## src/rtl/core/irpwfe_pkg.sv

```systemverilog
// Shared types, constants and the check-bit function for the IR pulse-width frame encoder.
`timescale 1ns / 1ps
package irpwfe_pkg;

   localparam int DATA_BITS   = 7;
   localparam int CHECK_BITS  = 5;
   localparam int WORD_BITS   = CHECK_BITS + DATA_BITS;
   localparam int LEN_BITS    = 16;
   localparam int PULSES      = 2 + 2 * WORD_BITS;
   localparam int IDX_BITS    = $clog2(PULSES);
   localparam int CSR_IDX_BITS = 3;
   localparam int QUEUE_DEPTH_DEF = 2;

   localparam logic [15:0] CRC_SEED = 16'hFFFF;
   localparam logic [15:0] CRC_POLY = 16'hA001;

   localparam logic [LEN_BITS-1:0] START_MARK_RST  = 16'd2400;
   localparam logic [LEN_BITS-1:0] START_SPACE_RST = 16'd600;
   localparam logic [LEN_BITS-1:0] ONE_MARK_RST    = 16'd1200;
   localparam logic [LEN_BITS-1:0] ZERO_MARK_RST   = 16'd600;
   localparam logic [LEN_BITS-1:0] BIT_SPACE_RST   = 16'd600;

   typedef enum logic [CSR_IDX_BITS-1:0] {
      CSR_START_MARK  = 3'd0,
      CSR_START_SPACE = 3'd1,
      CSR_ONE_MARK    = 3'd2,
      CSR_ZERO_MARK   = 3'd3,
      CSR_BIT_SPACE   = 3'd4
   } csr_idx_type;

   typedef struct packed {
      logic [LEN_BITS-1:0] start_mark_len;
      logic [LEN_BITS-1:0] start_space_len;
      logic [LEN_BITS-1:0] one_mark_len;
      logic [LEN_BITS-1:0] zero_mark_len;
      logic [LEN_BITS-1:0] bit_space_len;
   } timing_type;

   typedef logic [WORD_BITS-1:0] word_type;

   // check bits in the upper part, payload below; bit WORD_BITS-1 goes out first
   function automatic word_type make_word(input logic [DATA_BITS-1:0] data);
      logic [15:0] crc;
      crc = CRC_SEED ^ {{(16-DATA_BITS){1'b0}}, data};
      for (int k = 0; k < 8; k++) begin
         if (crc[0]) crc = (crc >> 1) ^ CRC_POLY;
         else        crc = crc >> 1;
      end
      return {crc[CHECK_BITS-1:0], data};
   endfunction

endpackage

```

## src/rtl/core/ir_pulse_width_frame_encoder_top.sv

```systemverilog
// Top level of the IR pulse-width frame encoder: timing registers and the front/back pipeline.
//
// Requests: req_data_value is taken at a clock edge with req_push high and req_full low.
// Each request yields one frame of 26 responses (start mark, start space, then
// 12 mark/space pairs for 5 check bits and 7 data bits, most significant first).
// Responses: while rsp_empty is low the oldest pulse sits on rsp_carrier_on,
// rsp_pulse_len and rsp_frame_end; it is taken at an edge with rsp_pop high.
// rsp_frame_end marks the last space of a frame.
// A request passes the front-end register and the queue before its first pulse is registered.
// Throughput: one pulse per cycle while the receiver keeps popping; the back end emits the
// next frame straight after the last pulse of the previous one.
// The front end holds one request and the queue two frame words, one of them the
// frame in flight, so up to two requests are taken ahead of it before req_full rises.
// When the receiver stalls, the response register holds its pulse and the
// back end, queue and front end fill in turn, then req_full is raised.
// Timing registers are written through csr_wen/csr_index/csr_wdata; the user must write them
// only while idle, as the block does not enforce it. Unknown indexes are ignored. Synchronous
// reset empties every stage and restores the default timings (2400/600/1200/600/600 us).
`timescale 1ns / 1ps
module ir_pulse_width_frame_encoder_top
   import irpwfe_pkg::*;
#(
   parameter int QUEUE_DEPTH = QUEUE_DEPTH_DEF
) (
   input  logic                    clock,
   input  logic                    reset,
   input  logic                    req_push,
   output logic                    req_full,
   input  logic [DATA_BITS-1:0]    req_data_value,
   output logic                    rsp_empty,
   input  logic                    rsp_pop,
   output logic                    rsp_carrier_on,
   output logic [LEN_BITS-1:0]     rsp_pulse_len,
   output logic                    rsp_frame_end,
   input  logic                    csr_wen,
   input  logic [CSR_IDX_BITS-1:0] csr_index,
   input  logic [LEN_BITS-1:0]     csr_wdata
);

   timing_type timing_ff, timing_in;
   logic       q_push, q_full, q_pop, q_nonempty;
   word_type   q_word, head_word;

   always_comb begin
      timing_in = timing_ff;
      if (csr_wen) begin
         unique case (csr_idx_type'(csr_index))
            CSR_START_MARK:  timing_in.start_mark_len  = csr_wdata;
            CSR_START_SPACE: timing_in.start_space_len = csr_wdata;
            CSR_ONE_MARK:    timing_in.one_mark_len    = csr_wdata;
            CSR_ZERO_MARK:   timing_in.zero_mark_len   = csr_wdata;
            CSR_BIT_SPACE:   timing_in.bit_space_len   = csr_wdata;
            default:         timing_in = timing_ff;
         endcase
      end
   end

   always_ff @(posedge clock) begin
      if (reset) begin
         timing_ff.start_mark_len  <= START_MARK_RST;
         timing_ff.start_space_len <= START_SPACE_RST;
         timing_ff.one_mark_len    <= ONE_MARK_RST;
         timing_ff.zero_mark_len   <= ZERO_MARK_RST;
         timing_ff.bit_space_len   <= BIT_SPACE_RST;
      end else begin
         timing_ff <= timing_in;
      end
   end

   irpwfe_front u_front (
      .clock          (clock),
      .reset          (reset),
      .req_push       (req_push),
      .req_full       (req_full),
      .req_data_value (req_data_value),
      .q_push         (q_push),
      .q_word         (q_word),
      .q_full         (q_full)
   );

   irpwfe_queue #(
      .DEPTH (QUEUE_DEPTH)
   ) u_queue (
      .clock     (clock),
      .reset     (reset),
      .push      (q_push),
      .push_word (q_word),
      .full      (q_full),
      .pop       (q_pop),
      .head_word (head_word),
      .nonempty  (q_nonempty)
   );

   irpwfe_back u_back (
      .clock          (clock),
      .reset          (reset),
      .timing         (timing_ff),
      .head_word      (head_word),
      .head_valid     (q_nonempty),
      .head_pop       (q_pop),
      .rsp_empty      (rsp_empty),
      .rsp_pop        (rsp_pop),
      .rsp_carrier_on (rsp_carrier_on),
      .rsp_pulse_len  (rsp_pulse_len),
      .rsp_frame_end  (rsp_frame_end)
   );

endmodule

```

## src/rtl/core/irpwfe_front.sv

```systemverilog
// Front end: takes a request, works out its check bits and queues the frame word.
`timescale 1ns / 1ps
module irpwfe_front
   import irpwfe_pkg::*;
(
   input  logic                 clock,
   input  logic                 reset,
   input  logic                 req_push,
   output logic                 req_full,
   input  logic [DATA_BITS-1:0] req_data_value,
   output logic                 q_push,
   output word_type             q_word,
   input  logic                 q_full
);

   logic     valid_ff, valid_in;
   word_type word_ff, word_in;
   logic     load;

   assign q_push   = valid_ff && !q_full;
   assign q_word   = word_ff;
   assign req_full = valid_ff && q_full;
   assign load     = req_push && !req_full;

   always_comb begin
      valid_in = valid_ff;
      word_in  = word_ff;
      if (q_push) valid_in = 1'b0;
      if (load) begin
         valid_in = 1'b1;
         word_in  = make_word(req_data_value);
      end
   end

   always_ff @(posedge clock) begin
      if (reset) valid_ff <= 1'b0;
      else       valid_ff <= valid_in;
      word_ff <= word_in;
   end

endmodule

```

## src/rtl/core/irpwfe_queue.sv

```systemverilog
// Short queue of frame words between front and back end.
`timescale 1ns / 1ps
module irpwfe_queue
   import irpwfe_pkg::*;
#(
   parameter int DEPTH = QUEUE_DEPTH_DEF
) (
   input  logic     clock,
   input  logic     reset,
   input  logic     push,
   input  word_type push_word,
   output logic     full,
   input  logic     pop,
   output word_type head_word,
   output logic     nonempty
);

   localparam int PTR_BITS = $clog2(DEPTH);
   localparam int CNT_BITS = $clog2(DEPTH + 1);
   localparam logic [PTR_BITS-1:0] LAST_PTR = PTR_BITS'(DEPTH - 1);
   localparam logic [CNT_BITS-1:0] FULL_CNT = CNT_BITS'(DEPTH);

   word_type mem [DEPTH];
   logic [PTR_BITS-1:0] wr_ptr_ff, wr_ptr_in, rd_ptr_ff, rd_ptr_in;
   logic [CNT_BITS-1:0] count_ff, count_in;
   logic do_push, do_pop;

   assign full      = (count_ff == FULL_CNT);
   assign nonempty  = (count_ff != '0);
   assign head_word = mem[rd_ptr_ff];
   assign do_push   = push && !full;
   assign do_pop    = pop && nonempty;

   always_comb begin
      wr_ptr_in = wr_ptr_ff;
      rd_ptr_in = rd_ptr_ff;
      count_in  = count_ff;
      if (do_push) wr_ptr_in = (wr_ptr_ff == LAST_PTR) ? '0 : wr_ptr_ff + 1'b1;
      if (do_pop)  rd_ptr_in = (rd_ptr_ff == LAST_PTR) ? '0 : rd_ptr_ff + 1'b1;
      if (do_push && !do_pop)      count_in = count_ff + 1'b1;
      else if (do_pop && !do_push) count_in = count_ff - 1'b1;
   end

   always_ff @(posedge clock) begin
      if (reset) begin
         wr_ptr_ff <= '0;
         rd_ptr_ff <= '0;
         count_ff  <= '0;
      end else begin
         wr_ptr_ff <= wr_ptr_in;
         rd_ptr_ff <= rd_ptr_in;
         count_ff  <= count_in;
      end
   end

   always_ff @(posedge clock) begin
      if (do_push) mem[wr_ptr_ff] <= push_word;
   end

endmodule

```

## src/rtl/core/irpwfe_back.sv

```systemverilog
// Back end: steps through the 26 pulses of the head frame into the response register.
`timescale 1ns / 1ps
module irpwfe_back
   import irpwfe_pkg::*;
(
   input  logic                clock,
   input  logic                reset,
   input  timing_type          timing,
   input  word_type            head_word,
   input  logic                head_valid,
   output logic                head_pop,
   output logic                rsp_empty,
   input  logic                rsp_pop,
   output logic                rsp_carrier_on,
   output logic [LEN_BITS-1:0] rsp_pulse_len,
   output logic                rsp_frame_end
);

   localparam logic [IDX_BITS-1:0] LAST_IDX = IDX_BITS'(PULSES - 1);
   localparam logic [IDX_BITS-1:0] TWO      = IDX_BITS'(2);
   localparam logic [3:0]          TOP_BIT  = 4'(WORD_BITS - 1);

   logic                valid_ff, valid_in;
   logic [IDX_BITS-1:0] idx_ff, idx_in, rel;
   logic                carrier_ff, carrier_in, end_ff, end_in;
   logic [LEN_BITS-1:0] len_ff, len_in;
   logic                advance, bit_val;
   logic [3:0]          bit_pos;

   assign advance  = head_valid && (!valid_ff || rsp_pop);
   assign head_pop = advance && (idx_ff == LAST_IDX);
   assign rel      = idx_ff - TWO;
   assign bit_pos  = TOP_BIT - 4'(rel[IDX_BITS-1:1]);
   assign bit_val  = head_word[bit_pos];

   assign rsp_empty      = !valid_ff;
   assign rsp_carrier_on = carrier_ff;
   assign rsp_pulse_len  = len_ff;
   assign rsp_frame_end  = end_ff;

   always_comb begin
      valid_in   = valid_ff;
      idx_in     = idx_ff;
      carrier_in = carrier_ff;
      len_in     = len_ff;
      end_in     = end_ff;
      if (rsp_pop) valid_in = 1'b0;
      if (advance) begin
         valid_in   = 1'b1;
         idx_in     = (idx_ff == LAST_IDX) ? '0 : idx_ff + 1'b1;
         carrier_in = !idx_ff[0];
         end_in     = (idx_ff == LAST_IDX);
         if (idx_ff == '0)         len_in = timing.start_mark_len;
         else if (idx_ff == 5'(1)) len_in = timing.start_space_len;
         else if (!idx_ff[0])      len_in = bit_val ? timing.one_mark_len
                                                    : timing.zero_mark_len;
         else                      len_in = timing.bit_space_len;
      end
   end

   always_ff @(posedge clock) begin
      if (reset) begin
         valid_ff <= 1'b0;
         idx_ff   <= '0;
      end else begin
         valid_ff <= valid_in;
         idx_ff   <= idx_in;
      end
      carrier_ff <= carrier_in;
      len_ff     <= len_in;
      end_ff     <= end_in;
   end

endmodule
```

## config.mk

```make
export PLATFORM = sky130hd
export DESIGN_NAME = ir_pulse_width_frame_encoder_top
export DESIGN_NICKNAME = d
export VERILOG_FILES = /design/src/rtl/core/irpwfe_pkg.sv /design/src/rtl/core/ir_pulse_width_frame_encoder_top.sv /design/src/rtl/core/irpwfe_front.sv /design/src/rtl/core/irpwfe_queue.sv /design/src/rtl/core/irpwfe_back.sv
export SDC_FILE = /design/constraint.sdc
export NUM_CORES = 1
export LEC_CHECK = 0
export BUFFER_PORTS_ARGS = -buffer_cell sky130_fd_sc_hd__buf_2
export CAP_MARGIN = 0
export CORE_UTILIZATION = 45
export CTS_CLUSTER_SIZE = 30
export DETAILED_ROUTE_END_ITERATION = 10
export GPL_TIMING_DRIVEN = 1
export PLACE_DENSITY = 0.76
export SKIP_LAST_GASP = 1
export SLEW_MARGIN = 10
export SYNTH_ARGS = -nofsm -noshare
export SYNTH_HDL_FRONTEND = slang
export SYNTH_SLANG_ARGS = --single-unit
```

## constraint.sdc

```tcl
create_clock -name clock -period 2.3 [get_ports clock]
set_input_delay 0.115 -clock clock [delete_from_list [all_inputs] [get_ports clock]]
set_output_delay 0.115 -clock clock [all_outputs]
set_load 0.005 [all_outputs]
```

==> summary.txt <==
Placement
  – Routability cong.: 0.794
  – DP Wirelength: 8670 um
  – Port Buffers: 50
  – Cells after DPL: 832

Synth
  – Largest cells by area after synthesis: dfxtp_1, edfxtp_1, nand2_1
  – EDFF count, synth: 42
  – Register area share after synthesis: 53.9%
  – Synthesized Nets: 675
  – Netlist cell types: 39
  – Syn Std Cell Area: 5760 sq um
  – Post-Syn Area per Cell: 9.02 sq um
  – YS warnings: 0
  – Syn Inst Count: 638
  – Ys async rst share: 0%
  – Synth area leader: dfxtp_1
  – Yosys reg bits: 134
  – Prevailing post-synth register cell: dfxtp_1
  – Synth top area share: 32.0%

Critical path
  – Critical Path Sink: u_back.rsp_pulse_len[2]$_DFFE_PP_
  – Critical path cell sequence: inv_1 -> ha_1 -> mux4_2 -> and2_1 -> o21ai_0 -> a31oi_1
  – Worst R2R Start: u_back.idx_ff[1]$_SDFFE_PP0P_
  – Critical setup path kind: reg -> reg
  – Worst path max stage delay: 0.40 ns
  – Critical Path RT: 2.47 ns
  – CP delay by family, top: simple AND/OR/NAND/NOR gates
  – Startpoint types: flop
  – Worst path bufs/invs: 1
  – Worst Reg2Reg Path Length in Cells: 6
  – Reg2Reg Setup Slack: 0.17 ns
  – Worst path depth: 6
  – Worst Path Max Fanout: 16
  – Worst setup EP type: flop
  – Critical path startpoint: u_back.idx_ff[1]$_SDFFE_PP0P_
  – Crit path DAT: 2.30 ns
  – Crit path max-delay cell type: and2_1
  – Reg2reg end: u_back.rsp_pulse_len[2]$_DFFE_PP_

Min path
  – Hold crit path type: in -> reg

Finish
  – Diode count: 0
  – Layout Utilization: 57.9%
  – Area growth syn-to-layout: 23.3%
  – Final non-filler cell total: 888
  – Final-layout fill cell count: 1006
  – Layout cells sized above 1: 15.4%
  – # nets final: 744

Route
  – Vias/cell: 5.52
  – Post-route DRC: 0
  – DRT Wirelength: 14500 um
  – Wire length per cell: 16.4 um
  – Antenna Nets Post-Route: 0
  – Detailed-route via count: 4905
  – DR pass1 iterations: 6
  – Violation count after the first detailed-route iteration: 449

STA
  – Max frequency: 469 MHz
  – Slew Limit Fails: 0
  – Max_slew headroom: 47.6%
  – Final Cycle Share: 92.7%
  – Worst-Margin Slew: 0.786 ns
  – Final hold slack: 0.00149 ns
  – Clock skew: 0.0124 ns
  – Fin crit period: 2.13 ns
  – RSZ-0062 raised after global routing: false
  – Final hold vios: 0
  – Setup TNS: 0 ns
  – Finish-stage setup viols: 0

Die
  – CORE AREA: 12300 sq um
  – Rows: 40
  – Starting density of the core: 46.9%
  – Total Die Area: 13200 sq um
  – Die height: 115 um
  – Die width: 115 um
  – Io pins: 51

Pwr
  – PwrDens: 911 nW/um^2
  – Peak VDD IR: 608 uV
  – Leakage: 2.60 nW

CTS
  – CTS HTree Levels: 4
  – Num Clock Sinks: 134
  – Clk Latency, worst-skew pair: 0.43 ns
  – Max Buffers Root-to-Sink: 2
  – Worst-path clk slew: 0.06 ns
  – Total CTS buffers: 17
  – Root buf cell: clkbuf_16
  – CTS tree: built
  – Postcts setup bufs: 0

GRT
  – GRT Util Overall: 23.8%
  – Global-route wire length before repair: 23900 um
  – Number of global-route vias before repair: 4876
  – Initial antenna violation count: 0
  – Largest net degree at the start of global routing: 49
  – Gr ovfl total: 0

Run status
  – Status: completed

Flow run
  – Maxcap violations: 0
## layout make-up
| cell class | instances | area [sq um] | area share (%) |
|---|---|---|---|
| Inverter | 6 | 22.5 | 0.317 |
| Tap cell | 168 | 210 | 2.96 |
| Multi-Input combinational cell | 453 | 2450 | 34.5 |
| Sequential cell | 134 | 3100 | 43.7 |
| Clock buffer | 23 | 533 | 7.51 |
| Clock inverter | 9 | 82.6 | 1.16 |
| Timing Repair Buffer | 95 | 698 | 9.84 |
## layout by cell type (no fill, tap or decap), types with 2 or more instances in the layout
cell type	Yosys	final
a21oi_1	78	78
ha_1	6	6
buf_4	0	17
nand3_2	2	2
nor3_1	33	33
dfxtp_1	92	92
nor2b_1	18	18
inv_1	5	5
dlygate4sd3_1	0	24
o21ai_0	7	7
nor2_1	16	16
mux2i_1	7	7
clkbuf_16	0	21
edfxtp_1	42	42
xor2_1	8	8
inv_4	0	2
a211oi_1	16	16
xnor2_1	9	9
buf_12	0	4
mux4_2	2	2
nand3b_1	21	21
nand2b_1	3	3
clkbuf_1	36	2
and2_1	2	2
and3_1	3	3
o21ai_1	10	10
a31oi_1	16	16
clkinv_2	0	3
nand2_1	166	166
nand3_1	19	19
buf_2	5	50
## tightest hold or removal path, stage by stage
cell and delay (ns):
buf_2 0.07, nand2b_1 0.12, a21oi_1 0.07
## synth_stat cells (9+ instances only)
library cell,instances
xnor2_1,9
dfxtp_1,92
clkbuf_1,36
nand3b_1,21
nand3_1,19
nor2b_1,18
a31oi_1,16
edfxtp_1,42
a21oi_1,78
nor2_1,16
a211oi_1,16
o21ai_1,10
nor3_1,33
nand2_1,166
## what timing repair did
action	4_1_cts	5_1_grt
resized for setup	0	1
endpoints found under the hold margin	83	0
hold buffers	24	0
endpoints found under the setup margin	0	5
## worst min-delay path by stage
stage                      startpoint                           end  cells after the start
global route                  rsp_pop  u_back.valid_ff$_SDFFE_PP0P_                      3
global placement    req_data_value[3]   u_front.q_word[3]$_DFFE_PP_                      1
CTS                           rsp_pop  u_back.valid_ff$_SDFFE_PP0P_                      3
finish                        rsp_pop  u_back.valid_ff$_SDFFE_PP0P_                      3
floorplan           req_data_value[0]   u_front.q_word[0]$_DFFE_PP_                      0
detailed placement  req_data_value[6]   u_front.q_word[6]$_DFFE_PP_                      1
## sequential cells by signal, indices dropped and copies added, names as in the netlist, 2 cells and up, named ones only
register / flops
timing_ff: 80
u_back.idx_ff: 5
u_back.rsp_pulse_len: 16
u_front.q_word: 8
u_queue.count_ff: 2
u_queue.mem: 16
## metrics by stage
step	total power [W]	cell area, sq um	setup WS, ns
global placement	0.00367	6240	0.232
global route	0.00670	7100	0.0332
detailed placement	0.00370	6240	0.129
floorplan	0.00335	5760	0.115
finish	0.00647	7100	0.167
CTS	0.00648	7100	0.0870
## routing by layer
layer / wire (um) / GRT usage, % / share of wire [%] / vias to the layer above
met3: 1180 / 6.27 / 8.1 / 24
met2: 7180 / 40.2 / 49 / 230
met5: 0 / 0 / 0 / -
li1: - / - / - / 2344
met1: 5900 / 28.9 / 41 / 2307
met4: 266 / 9.78 / 1.8 / 0
## where the power goes
group	internal (W)	switching, W	leakage [nW]
clock	0.00174	0.00103	0.305
sequential	0.00261	0.0000665	1.14
combinational	0.000417	0.000600	1.16
## cell families after synthesis
kind of cell / count (synthesis) / synth area share [%]
compound gates: 130 / 12.9
xor+xnor: 17 / 2.59
fa+ha+maj: 6 / 1.30
buf+inv: 51 / 3.83
flops: 134 / 53.9
mux: 9 / 2.00
simple gates: 291 / 23.5
(Power assumes the default switching activity.)
